$ cat config.mk
export PLATFORM = sky130hd
export DESIGN_NAME = sfbc_cell
export DESIGN_NICKNAME = d
export VERILOG_FILES = /design/src/design/sfbc_pkg.sv /design/src/design/sfbc_cell.sv
export SDC_FILE = /design/constraint.sdc
export NUM_CORES = 1
export LEC_CHECK = 0
export BUFFER_PORTS_ARGS = -buffer_cell sky130_fd_sc_hd__buf_2
export CAP_MARGIN = 10
export CORE_MARGIN = 2
export CORE_UTILIZATION = 44
export DETAILED_ROUTE_END_ITERATION = 16
export PLACE_DENSITY = 0.68
export SYNTH_ARGS = -nofsm -noshare
export SYNTH_HDL_FRONTEND = slang
export SYNTH_SLANG_ARGS = --single-unit
$ cat constraint.sdc
create_clock -name clk_i -period 9.7 [get_ports clk_i]
set_input_delay 0.485 -clock clk_i [delete_from_list [all_inputs] [get_ports clk_i]]
set_output_delay 0.485 -clock clk_i [all_outputs]
set_load 0.01 [all_outputs]
$ cat src/design/sfbc_pkg.sv
`timescale 1ns / 1ps
`default_nettype none
// ----------------------------------------------------------------------------
// sfbc_pkg: shared types and constants of the sorted flow byte counter
// token carried along the cell chain, mode and outcome codes, field widths
// ----------------------------------------------------------------------------
package sfbc_pkg;

  localparam int unsigned CapacityDef = 16;
  localparam int unsigned KeyW        = 104;
  localparam int unsigned TotalW      = 64;
  localparam int unsigned AddrW       = 32;
  localparam int unsigned PortW       = 16;
  localparam int unsigned ProtoW      = 8;
  localparam int unsigned BytesW      = 32;
  localparam int unsigned OutcomeW    = 2;

  localparam logic [AddrW-1:0] MaskReset = 32'hf8ff_ffff;

  // token modes
  localparam logic [1:0] ModeSearch = 2'd0;
  localparam logic [1:0] ModeCarry  = 2'd1;
  localparam logic [1:0] ModeDone   = 2'd2;

  // result outcomes
  localparam logic [OutcomeW-1:0] OutUpdate = 2'd0;
  localparam logic [OutcomeW-1:0] OutInsert = 2'd1;
  localparam logic [OutcomeW-1:0] OutDrop   = 2'd2;

  typedef struct packed {
    logic                valid;
    logic [1:0]          mode;
    logic [OutcomeW-1:0] outcome;
    logic [KeyW-1:0]     key;
    logic [TotalW-1:0]   data;
  } sfbc_token_t;

endpackage : sfbc_pkg
`default_nettype wire

$ cat src/design/sfbc_cell.sv
`timescale 1ns / 1ps
`default_nettype none
// ----------------------------------------------------------------------------
// sfbc_cell: one table entry of the sorted flow chain
// holds one key and its byte total, searches, updates or inserts, and hands
// the token (or the displaced entry) to its right-hand neighbour
// ----------------------------------------------------------------------------
module sfbc_cell #(
  parameter int unsigned CAPACITY = sfbc_pkg::CapacityDef,
  parameter int unsigned INDEX    = 0
) (
  input  wire                                clk_i,
  input  wire                                rst_ni,
  input  wire [$clog2(CAPACITY+1)-1:0]       count_i,
  input  wire                                full_i,
  input  wire sfbc_pkg::sfbc_token_t         tok_i,
  output sfbc_pkg::sfbc_token_t              tok_o
);
  import sfbc_pkg::*;

  localparam int unsigned CntW = $clog2(CAPACITY + 1);

  logic [KeyW-1:0]   key_q, key_d;
  logic [TotalW-1:0] total_q, total_d;
  logic              we;
  sfbc_token_t       tok_q, tok_d;
  logic              occ;
  logic [TotalW-1:0] sum;

  // entries are packed from index 0 upwards
  assign occ = count_i > CntW'(INDEX);
  assign sum = total_q + tok_i.data;

  always_comb begin
    tok_d   = tok_i;
    key_d   = key_q;
    total_d = total_q;
    we      = 1'b0;
    if (tok_i.valid) begin
      unique case (tok_i.mode)
        ModeSearch: begin
          if (occ && (key_q < tok_i.key)) begin
            tok_d = tok_i;
          end else if (occ && (key_q == tok_i.key)) begin
            we           = 1'b1;
            total_d      = sum;
            tok_d.mode    = ModeDone;
            tok_d.outcome = OutUpdate;
            tok_d.data    = sum;
          end else if (full_i) begin
            tok_d.mode    = ModeDone;
            tok_d.outcome = OutDrop;
            tok_d.data    = '0;
          end else begin
            we            = 1'b1;
            key_d         = tok_i.key;
            total_d       = tok_i.data;
            tok_d.outcome = OutInsert;
            tok_d.mode    = occ ? ModeCarry : ModeDone;
            tok_d.key     = key_q;
            tok_d.data    = total_q;
          end
        end
        ModeCarry: begin
          // displaced entry moves up by one place
          we         = 1'b1;
          key_d      = tok_i.key;
          total_d    = tok_i.data;
          tok_d.mode = occ ? ModeCarry : ModeDone;
          tok_d.key  = key_q;
          tok_d.data = total_q;
        end
        default: begin
          tok_d = tok_i;
        end
      endcase
    end
  end

  always_ff @(posedge clk_i) begin
    if (we) begin
      key_q   <= key_d;
      total_q <= total_d;
    end
  end

  always_ff @(posedge clk_i or negedge rst_ni) begin
    if (!rst_ni) begin
      tok_q <= '0;
    end else begin
      tok_q <= tok_d;
    end
  end

  assign tok_o = tok_q;

endmodule : sfbc_cell
`default_nettype wire

==> results by group, run 1 <==
Final layout
  • Most common cell after layout, fill and taps aside: buf_2
  • Most frequent cells in the layout: buf_2, nand2_1, dfrtp_1, edfxtp_1, ha_1
  • Fillers: 3779
  • Final Util: 53.17%
  • Nets: 2552
  • Layout area overhead: 18.77%
  • Layout cells sized above 1: 20.02%

Clock network
  • Post-cts hold buffer count: 0
  • Root Driver: clkbuf_16
  • CTS resizes: 0
  • Clk pin slew, worst setup/hold paths: 0.06 ns
  • CTS max path bufs: 3
  • CTS tree: yes
  • H-tree levels: 2
  • Post-CTS setup buffers: 0
  • CTS Buf Count: 39
  • Clock Sinks: 341
  • Skew-Pair Late Insertion Delay: 0.56 ns

Run
  • Max-cap violations: 0

Pwr
  • Lkg Pwr: 10.16 nW
  • Pwr/cell area: 166.9 mW/mm^2
  • VDD IR-drop max: 120.2 uV

STA
  • Minimum clock period: 5.356 ns
  • # setup viols final: 0
  • Setup TNS: 0 ns
  • Max Freq: 186.7 MHz
  • Rel. slew slack: 25.15%
  • Clock Skews: 0.02191 ns
  • Actual slew at the worst max-slew pin: 1.123 ns
  • Period utilization: 55.22%
  • RSZ-0062 raised after global routing: false
  • Final hold vios: 0
  • Fin. max-slew vios: 0

Setup path
  • Arr. time, crit path: 5.53 ns
  • Crit Path Max Fanout: 241
  • Startpoint types: flip-flop
  • WP data required: 9.88 ns
  • Critical Setup Path Class: reg -> reg
  • Setup crit end kind: flip-flop

GRT
  • Vias in the first global route: 14970
  • First-pass GRT wire length: 81640 um
  • Grt total ovfl: 0
  • Largest net degree at the start of global routing: 242
  • Antenna violations before repair: 22
  • Total Routing Usage GR: 23.46%

Yosys
  • Synthesis warning total: 0
  • Mapped cell area: 0.01882 sq mm
  • Count of different cell masters after synthesis: 65
  • Post-synth EDFFs: 168
  • FF+latch count, synth: 341
  • Avg Cell Area, Syn: 9.978 sq um
  • Cell count after synthesis: 1886
  • Sequential-to-total area share from yosys stat: 49.81%
  • Post-synthesis async set-or-reset flop share: 50.73%
  • Synthesized Nets: 2235
  • Main synth FF type: dfrtp_1

Route
  • # DRC: 0
  • Detailed Route Iter0 Violations: 1084
  • DR vias: 15430
  • DRT Pass-1 Iters: 5
  • Total Wirelength: 52470 um
  • Vias per cell: 5.536
  • Post-DRT Antenna Nets: 0
  • Post-detailed-route wirelength per cell: 18.82 um

Floorplan
  • Chip width: 210.8 um
  • IO Count: 354
  • FP Rows: 75
  • Die Ht: 210.8 um
  • Die Area: 0.04444 sq mm
  • CORE AREA: 0.04204 sq mm
  • Initial cell density of the core: 44.76%

Placed design
  • HPWL after DPL: 38800 um
  • Routability cong.: 0.9161
  • I/O Buffers: 353

Run status
  • Outcome: finished clean

Hold path
  • Worst hold-check path type: in -> async
[cell families (layout without fill, tap and decap cells)]
kind of cell             Yosys count  count (layout)  synth area share, %
AO/OA/AOI/OAI                    619             619                19.62
AND/OR/NAND/NOR                  457             457                11.09
flip-flops                       341             341                49.81
buffers and inverters            229             576                4.800
adder cells (fa/ha/maj)          168             168                11.21
XOR/XNOR                          63              63                2.932
multiplexers                       9               9               0.5385
other                              0              16                    0
[where the power goes]
part / leakage (nW) / total [mW] / switching (mW) / internal [mW]
clock network: 0.630 / 1.49 / 0.602 / 0.890
registers: 3.59 / 1.64 / 0.0314 / 1.61
logic: 5.94 / 0.596 / 0.367 / 0.229
[state kept, by name (all words and copies together), names as in the netlist]
| signal | count |
|---|---|
| tok_o | 173 |
| key_q | 104 |
| total_q | 64 |
[routing by layer]
layer | global-route usage (%) | vias up | share of wire, %
met3 | 4.431 | 105 | 6.0
met5 | 0 | - | 0.13
met4 | 10.71 | 10 | 3.5
met1 | 31.41 | 7368 | 44
met2 | 37.10 | 456 | 46
li1 | - | 7494 | -
[worst paths after layout]
path / startpoint / end / slack (ns) / cells after the start
worst min-delay path: rst_ni / tok_o[133] / 0.03 / 1
min in group clk_i: tok_i[119] / key_q[55] / 0.12 / 1
max in group asynchronous: rst_ni / tok_o[17] / 8.19 / 2
worst max-delay path: key_q[86] / key_q[84] / 4.34 / 12
worst min register to register: key_q[62] / tok_o[126] / 0.48 / 2
worst max register to register: key_q[86] / key_q[84] / 4.34 / 12
[layout make-up]
class	count	area (sq um)	area share (%)
diodes	16	40.04	0.1791
clock buffers	54	1082	4.842
clock inverters	17	210.2	0.9404
inverters	143	544.3	2.435
multi-input cells	1316	8571	38.35
flip-flops and latches	341	9374	41.94
well taps	539	674.4	3.017
repair buffers	362	1856	8.302
[cell usage after synthesis (4+ instances only)]
cell type | instances | area (sq um)
nand2_1 | 257 | 964.7
dfrtp_1 | 173 | 4329
edfxtp_1 | 168 | 5045
ha_1 | 167 | 2090
o21ai_0 | 158 | 790.8
inv_1 | 141 | 529.3
a21oi_1 | 135 | 675.7
o21ai_1 | 116 | 580.6
a21o_1 | 57 | 427.9
clkbuf_1 | 56 | 210.2
a22oi_1 | 54 | 405.4
nor2_1 | 53 | 198.9
nand4_1 | 45 | 281.5
xor2_1 | 32 | 280.3
xnor2_1 | 31 | 271.5
buf_2 | 29 | 145.1
nor3_1 | 22 | 110.1
o21bai_1 | 22 | 165.2
nand3_1 | 12 | 60.06
nor2b_1 | 12 | 75.07
o211ai_1 | 12 | 90.09
mux2_2 | 9 | 101.4
a31oi_1 | 8 | 50.05
nor3b_1 | 8 | 60.06
o21a_1 | 7 | 52.55
or3_1 | 7 | 43.79
and3_1 | 6 | 37.54
nand2b_1 | 6 | 37.54
nor4_1 | 6 | 37.54
nand3b_1 | 5 | 37.54
o31ai_1 | 5 | 37.54
a21boi_0 | 4 | 30.03
a221oi_1 | 4 | 35.03
and4_1 | 4 | 35.03
o221ai_1 | 4 | 35.03
or2_2 | 4 | 25.02
[stage by stage]
step                setup slack [ns]  cell area (sq um)  instances  hold slack [ns]  power, mW
finish                         4.344              22350       2788          0.03351      3.731
global route                   3.970              22350       2787          0.09468      3.896
CTS                            4.357              22310       2772          0.07777      3.774
detailed placement             4.158              21020       2701           0.4734      2.264
global placement               4.386              21020       2701           0.4618      2.250
floorplan                      3.972              18820       1886           0.1894      2.029
[worst max-delay path: stages, from the launching register on]
cell,delay [ns]
edfxtp_1,0.39
ha_1,0.33
nand4_1,0.13
nor3_1,0.53
and2_1,0.27
nand3_1,0.16
nand3b_1,0.25
a31oi_1,0.45
o31ai_4,0.07
buf_4,0.38
or2_2,0.46
inv_8,0.51
buf_12,0.80
Power figures use the tool's default switching activity.
==> run 2: changes to the inputs <==
==> constraint.sdc (replaced) <==
create_clock -name clk_i -period 5.35 [get_ports clk_i]
set_input_delay 0.2675 -clock clk_i [delete_from_list [all_inputs] [get_ports clk_i]]
set_output_delay 0.2675 -clock clk_i [all_outputs]
set_load 0.01 [all_outputs]
==> results by group, run 2 (synthesis results as in run 1) <==
Setup path
  • CP max-delay cell: nor2_4 (was buf_12)
  • Cell chain of the critical path: ha_1 > nand4_1 > nor3_1 > and2_1 > nand3_1 > nand3b_1 > a31oi_1 > o21ai_2 > or2_2 > o21a_1 > nor2_4 > buf_12 (was ha_1 > nand4_1 > nor3_1 > and2_1 > nand3_1 > nand3b_1 > a31oi_1 > o31ai_4 > buf_4 > or2_2 > inv_8 > buf_12)
  • WP data required: 5.57 ns (was 9.88 ns)
  • Crit Path Max Fanout: 47 (was 241)
  • Cell family with most CP delay: simple AND/OR/NAND/NOR gates (unchanged)
  • Arr. time, crit path: 4.68 ns (was 5.53 ns)
  • Setup crit end kind: flip-flop (unchanged)
  • Buf/Inv on CP: 1 (was 3)
  • Critical Setup Path Class: reg -> reg (unchanged)
  • Startpoint types: flip-flop (unchanged)
  • Worst path max stage delay: 0.54 ns (was 0.80 ns)

Hold path
  • Worst hold-check path type: in -> reg (was in -> async)

Placed design
  • I/O Buffers: 353 (unchanged)
  • Routability cong.: 0.9042 (was 0.9161)
  • Placed Area: 0.02108 sq mm (was 0.02102 sq mm)
  • HPWL after DPL: 39690 um (was 38800 um)

Floorplan
  • Die Area: 0.04444 sq mm (unchanged)
  • Chip width: 210.8 um (unchanged)
  • IO Count: 354 (unchanged)
  • Die Ht: 210.8 um (unchanged)
  • Initial cell density of the core: 44.76% (unchanged)
  • FP Rows: 75 (unchanged)
  • CORE AREA: 0.04204 sq mm (unchanged)

Route
  • DRT Pass-1 Iters: 7 (was 5)
  • # DRC: 0 (unchanged)
  • Post-DRT Antenna Nets: 0 (unchanged)
  • Vias per cell: 5.532 (was 5.536)
  • Total Wirelength: 55680 um (was 52470 um)
  • Detailed Route Iter0 Violations: 1352 (was 1084)
  • DR vias: 16230 (was 15430)
  • Post-detailed-route wirelength per cell: 18.98 um (was 18.82 um)

STA
  • Max Freq: 224.5 MHz (was 186.7 MHz)
  • Clock Skews: 0.01836 ns (was 0.02191 ns)
  • Rel. slew slack: 18.10% (was 25.15%)
  • Minimum clock period: 4.455 ns (was 5.356 ns)
  • Fin. max-slew vios: 0 (unchanged)
  • Setup TNS: 0 ns (unchanged)
  • Final hold vios: 0 (unchanged)
  • # setup viols final: 0 (unchanged)
  • RSZ-0062 raised after global routing: false (unchanged)
  • Actual slew at the worst max-slew pin: 1.224 ns (was 1.123 ns)
  • Period utilization: 83.26% (was 55.22%)

Pwr
  • Sequential Power Share: 43.4% (was 44.0%)
  • Pwr/cell area: 287.4 mW/mm^2 (was 166.9 mW/mm^2)
  • VDD IR-drop max: 258.4 uV (was 120.2 uV)
  • Sw power: 1.868 mW (was 1.000 mW)
  • Clk pwr share: 39.3% (was 40.0%)
  • Power Total: 6.870 mW (was 3.731 mW)
  • Lkg Pwr: 10.83 nW (was 10.16 nW)
  • Sw Share: 27.19% (was 26.81%)
  • Combinational share of power: 17.3% (was 16.0%)
  • Internal power: 5.002 mW (was 2.731 mW)

GRT
  • First-pass GRT wire length: 87100 um (was 81640 um)
  • Largest net degree at the start of global routing: 108 (was 242)
  • Grt total ovfl: 0 (unchanged)
  • Vias in the first global route: 16150 (was 14970)
  • Antenna violations before repair: 6 (was 22)
  • Total Routing Usage GR: 24.95% (was 23.46%)

Clock network
  • Clk pin slew, worst setup/hold paths: 0.06 ns (about the same)
  • Post-CTS setup buffers: 0 (unchanged)
  • H-tree levels: 2 (unchanged)
  • CTS Buf Count: 39 (unchanged)
  • Skew-Pair Late Insertion Delay: 0.57 ns (was 0.56 ns)
  • CTS max path bufs: 3 (unchanged)
  • CTS tree: yes (unchanged)
  • Root Driver: clkbuf_16 (unchanged)
  • Clock Sinks: 341 (unchanged)

Final layout
  • Layout area overhead: 27.02% (was 18.77%)
  • Nets: 2710 (was 2552)
  • Final instance area: 0.02390 sq mm (was 0.02235 sq mm)
  • Most frequent cells in the layout: buf_2, nand2_1, dfrtp_1, edfxtp_1, ha_1 (unchanged)
  • Max FFs per register: 173 (unchanged)
  • Layout cells sized above 1: 18.90% (was 20.02%)
  • Most common cell after layout, fill and taps aside: buf_2 (unchanged)

Run status
  • Outcome: finished clean (unchanged)

Run
  • Max-cap violations: 0 (unchanged)
## run 2: cell type report
| cell class | instances | area (sq um) |
|---|---|---|
| Multi-Input combinational cell | 1316 | 8571 |
| Timing Repair Buffer | 520 | 3450 |
| Clock inverter | 10 | 122.6 |
| Tap cell | 539 | 674.4 |
| Antenna cell | 4 | 10.01 |
| Inverter | 143 | 544.3 |
| Sequential cell | 341 | 9374 |
| Fill cell | 3644 | 18140 |
| Clock buffer | 61 | 1159 |
## run 2: per-layer routing
metal	track usage [%]	part of all wire, %	up-vias
met3	4.460	5.5	124
met5	0	0.054	-
met4	11.12	4.3	4
met1	33.69	44	7815
li1	-	-	7782
met2	39.41	46	506
## run 2: path summary, 6_finish.rpt
kind                       startpoint           to  slack (ns)  cells past startpoint
min in group asynchronous      rst_ni   tok_o[133]        0.31                      2
setup / recovery            key_q[86]  total_q[18]        0.90                     12
hold / removal              tok_i[35]  total_q[35]        0.02                      3
hold reg to reg             key_q[88]   tok_o[152]        0.49                      2
max in group asynchronous      rst_ni    tok_o[25]        3.62                      3
setup reg to reg            key_q[86]  total_q[18]        0.90                     12
## run 2: power groups by stage
stage          combinational [mW]  clock, mW  sequential [mW]
2_1_floorplan               0.599          0             3.08
3_3_place_gp                 1.06          0             3.03
3_5_place_dp                 1.08          0             3.03
4_1_cts                      1.18       2.76             2.98
5_1_grt                      1.32       2.86             3.00
6_report                     1.19       2.70             2.98
## run 2: per-stage QoR
step / utilization [%] / cells / setup slack (ns) / hold slack (ns)
3_5_place_dp: 50.15 / 2706 / 0.8986 / 0.3650
2_1_floorplan: - / 1886 / 0.8547 / -0.02809
5_1_grt: 56.85 / 2933 / 0.5991 / 0.02001
3_3_place_gp: 50.15 / 2706 / 1.070 / 0.3663
6_report: 56.86 / 2934 / 0.8954 / 0.02250
4_1_cts: 56.84 / 2930 / 0.8624 / 0.001722
## run 2: worst reg2reg max path, delay by kind of cell, from the launching register on
family,cells,cell delay (ns)
AND/OR/NAND/NOR,7,2.20
AO/OA/AOI/OAI,3,0.80
buffers and inverters,1,0.37
flip-flops,1,0.39
adder cells (fa/ha/maj),1,0.31
## run 2: what timing repair did
item / in CTS / in global routing
gates resized for setup: 0 / 0
hold buffers: 153 / 0
hold endpoints to repair: 323 / 0
endpoints found under the setup margin: 0 / 0
==> run 3: changes to the inputs <==
--- a/config.mk
+++ b/config.mk
@@ -10,7 +10,7 @@
 export CORE_MARGIN = 2
 export CORE_UTILIZATION = 44
 export DETAILED_ROUTE_END_ITERATION = 16
-export PLACE_DENSITY = 0.68
+export PLACE_DENSITY = 0.7
 export SYNTH_ARGS = -nofsm -noshare
 export SYNTH_HDL_FRONTEND = slang
 export SYNTH_SLANG_ARGS = --single-unit
==> constraint.sdc (replaced) <==
create_clock -name clk_i -period 3.7 [get_ports clk_i]
set_input_delay 0.185 -clock clk_i [delete_from_list [all_inputs] [get_ports clk_i]]
set_output_delay 0.185 -clock clk_i [all_outputs]
set_load 0.01 [all_outputs]
==> results by group, run 3 (synthesis results as in run 1) <==
Placed design
  • DP Cell Count: 2760 (was 2706)
  • I/O Buffers: 353 (unchanged)
  • Placed Area: 0.02162 sq mm (was 0.02108 sq mm)
  • Routability cong.: 0.9110 (was 0.9042)
  • HPWL after DPL: 40370 um (was 39690 um)

Clock network
  • CTS max path bufs: 3 (unchanged)
  • Clk pin slew, worst setup/hold paths: 0.06 ns (about the same)
  • CTS Buf Count: 40 (was 39)
  • Root Driver: clkbuf_16 (unchanged)
  • H-tree levels: 2 (unchanged)
  • CTS tree: yes (unchanged)
  • Clock Sinks: 341 (unchanged)
  • Skew-Pair Late Insertion Delay: 0.56 ns (was 0.57 ns)

STA
  • # setup viols final: 0 (unchanged)
  • Minimum clock period: 3.536 ns (was 4.455 ns)
  • Final hold vios: 0 (unchanged)
  • Hold slack: 0.1432 ns (was 0.02250 ns)
  • Max Freq: 282.8 MHz (was 224.5 MHz)
  • Clock Skews: 0.02379 ns (was 0.01836 ns)
  • Actual slew at the worst max-slew pin: 0.9266 ns (was 1.224 ns)
  • Fin. max-slew vios: 0 (unchanged)
  • RSZ-0062 raised after global routing: false (unchanged)
  • Rel. slew slack: 38.22% (was 18.10%)
  • Period utilization: 95.57% (was 83.26%)

Setup path
  • Cell chain of the critical path: ha_2 > fa_1 > a21oi_1 > o211a_1 > nor2_1 > o41a_1 > o21ai_2 > nand2_1 > a21oi_1 > buf_4 > o21ai_1 > a21oi_1 > xor2_1 > o21ai_0 (was ha_1 > nand4_1 > nor3_1 > and2_1 > nand3_1 > nand3b_1 > a31oi_1 > o21ai_2 > or2_2 > o21a_1 > nor2_4 > buf_12)
  • Worst path max stage delay: 0.44 ns (was 0.54 ns)
  • Cell family with most CP delay: compound AO/OA/AOI/OAI gates (was simple AND/OR/NAND/NOR gates)
  • Worst R2R Start: total_q[0] (was key_q[86])
  • Critical Setup Path Class: reg -> reg (unchanged)
  • CP max-delay cell: o41a_1 (was nor2_4)
  • Most used cell, CP: a21oi_1
  • WP data required: 3.98 ns (was 5.57 ns)
  • Setup crit end kind: flip-flop (unchanged)
  • Buf/Inv on CP: 1 (unchanged)
  • FF-to-FF setup slack: 0.16 ns (was 0.90 ns)
  • Reg-to-reg critical path endpoint: total_q[56] (was total_q[18])
  • Startpoint types: flip-flop (unchanged)
  • Crit Path Max Fanout: 4 (was 47)
  • FF-to-FF path depth: 14 (was 12)
  • Arr. time, crit path: 3.82 ns (was 4.68 ns)

Floorplan
  • FP Rows: 75 (unchanged)
  • Die Area: 0.04444 sq mm (unchanged)
  • CORE AREA: 0.04204 sq mm (unchanged)
  • Chip width: 210.8 um (unchanged)
  • Die Ht: 210.8 um (unchanged)
  • IO Count: 354 (unchanged)
  • Initial cell density of the core: 44.76% (unchanged)

GRT
  • Largest net degree at the start of global routing: 108 (unchanged)
  • First-pass GRT wire length: 88610 um (was 87100 um)
  • Grt total ovfl: 0 (unchanged)
  • Vias in the first global route: 16590 (was 16150)
  • Antenna violations before repair: 7 (was 6)
  • Total Routing Usage GR: 25.17% (was 24.95%)

Final layout
  • Final instance area: 0.02489 sq mm (was 0.02390 sq mm)
  • Nets: 2795 (was 2710)
  • Post-Layout Cell Count: 3022 (was 2934)
  • Layout cells sized above 1: 21.28% (was 18.90%)
  • Layout area overhead: 32.25% (was 27.02%)
  • Max FFs per register: 173 (unchanged)
  • Most common cell after layout, fill and taps aside: buf_2 (unchanged)
  • Most frequent cells in the layout: buf_2, nand2_1, dlygate4sd3_1, dfrtp_1, edfxtp_1 (was buf_2, nand2_1, dfrtp_1, edfxtp_1, ha_1)

Hold path
  • Worst hold path depth: 4 (was 3)
  • Worst hold-check path type: in -> reg (unchanged)
  • WHS Endpoint: tok_o[170] (was total_q[35])
  • Hold Path Origin: count_i[0] (was tok_i[35])

Route
  • Post-detailed-route wirelength per cell: 18.98 um (about the same)
  • Detailed Route Iter0 Violations: 1185 (was 1352)
  • # DRC: 0 (unchanged)
  • Total Wirelength: 57340 um (was 55680 um)
  • DRT Pass-1 Iters: 6 (was 7)
  • Vias per cell: 5.530 (was 5.532)
  • DR vias: 16710 (was 16230)
  • Post-DRT Antenna Nets: 0 (unchanged)

Pwr
  • Clk pwr share: 39.7% (was 39.3%)
  • Pwr/cell area: 410.1 mW/mm^2 (was 287.4 mW/mm^2)
  • Sw power: 2.735 mW (was 1.868 mW)
  • Internal power: 7.471 mW (was 5.002 mW)
  • Power Total: 10.21 mW (was 6.870 mW)
  • Combinational share of power: 17.9% (was 17.3%)
  • Sw Share: 26.80% (was 27.19%)
  • VDD IR-drop max: 287.3 uV (was 258.4 uV)
  • Lkg Pwr: 11.31 nW (was 10.83 nW)
  • Sequential Power Share: 42.3% (was 43.4%)

Run
  • Max-cap violations: 0 (unchanged)

Run status
  • Outcome: finished clean (unchanged)
run 3: changes by cell type in the layout (fill, tap and decap cells not counted), sizes merged:
| cell | change |
|---|---|
| buf | +61 |
| dlygate4sd3 | +21 |
| clkbuf | -4 |
| bufinv | +3 |
| clkinv | +3 |
| diode | +2 |
| inv | +2 |
run 3: power by group through the flow:
| stage | Combinational [mW] | Sequential (mW) | Clock, mW |
|---|---|---|---|
| 2_1_floorplan | 0.867 | 4.45 | 0 |
| 3_3_place_gp | 1.60 | 4.38 | 0 |
| 3_5_place_dp | 1.63 | 4.39 | 0 |
| 4_1_cts | 1.79 | 4.32 | 4.14 |
| 5_1_grt | 2.02 | 4.34 | 4.28 |
| 6_report | 1.83 | 4.32 | 4.06 |
run 3: per-stage QoR:
step / worst slack, ns / util (%) / setup TNS, ns
2_1_floorplan: -0.02665 / - / -1.706
3_3_place_gp: 0.1573 / 51.42 / 0
3_5_place_dp: 0.04159 / 51.42 / 0
4_1_cts: 0.007656 / 58.73 / 0
5_1_grt: 0.002831 / 59.20 / 0
6_report: 0.1640 / 59.20 / 0
run 3: timing repair:
action                                 4_1_cts  5_1_grt
gates resized for setup                      0       18
hold buffers                               174        0
endpoints found under the hold margin      436        0
setup buffers                                0        6
setup endpoints to repair                    0      302
run 3: worst max path at each step:
stage	from	to	slack [ns]	cells after the start
floorplan	key_q[99]	total_q[0]	-0.03	11
global placement	key_q[51]	key_q[51]	0.16	9
detailed placement	key_q[86]	key_q[50]	0.04	11
CTS	key_q[86]	key_q[49]	0.008	11
global route	key_q[98]	total_q[11]	0.003	12
finish	total_q[0]	total_q[56]	0.16	14
run 3: layout make-up:
| cell class | instances | area [sq um] |
|---|---|---|
| fill | 3488 | 17150 |
| sequential | 341 | 9374 |
| multi-input combinational | 1316 | 8646 |
| timing repair buffer | 602 | 4259 |
| clock buffer | 57 | 1116 |
| tap | 539 | 674.4 |
| inverter | 143 | 563.0 |
| clock inverter | 16 | 217.7 |
| timing repair inverter | 2 | 22.52 |
| antenna | 6 | 15.01 |
run 3: per-layer routing:
metal | part of all wire (%) | global-route usage, %
met3 | 5.8 | 4.014
met2 | 47 | 41.58
met4 | 4.2 | 11.02
met1 | 43 | 32.83
met5 | 0 | 0
run 3: worst min-delay path, delay by kind of cell:
family | cells | cell delay, ns
AOI/OAI and AO/OA | 1 | 0.13
and+or+nand+nor | 1 | 0.07
buffers and inverters | 2 | 0.24
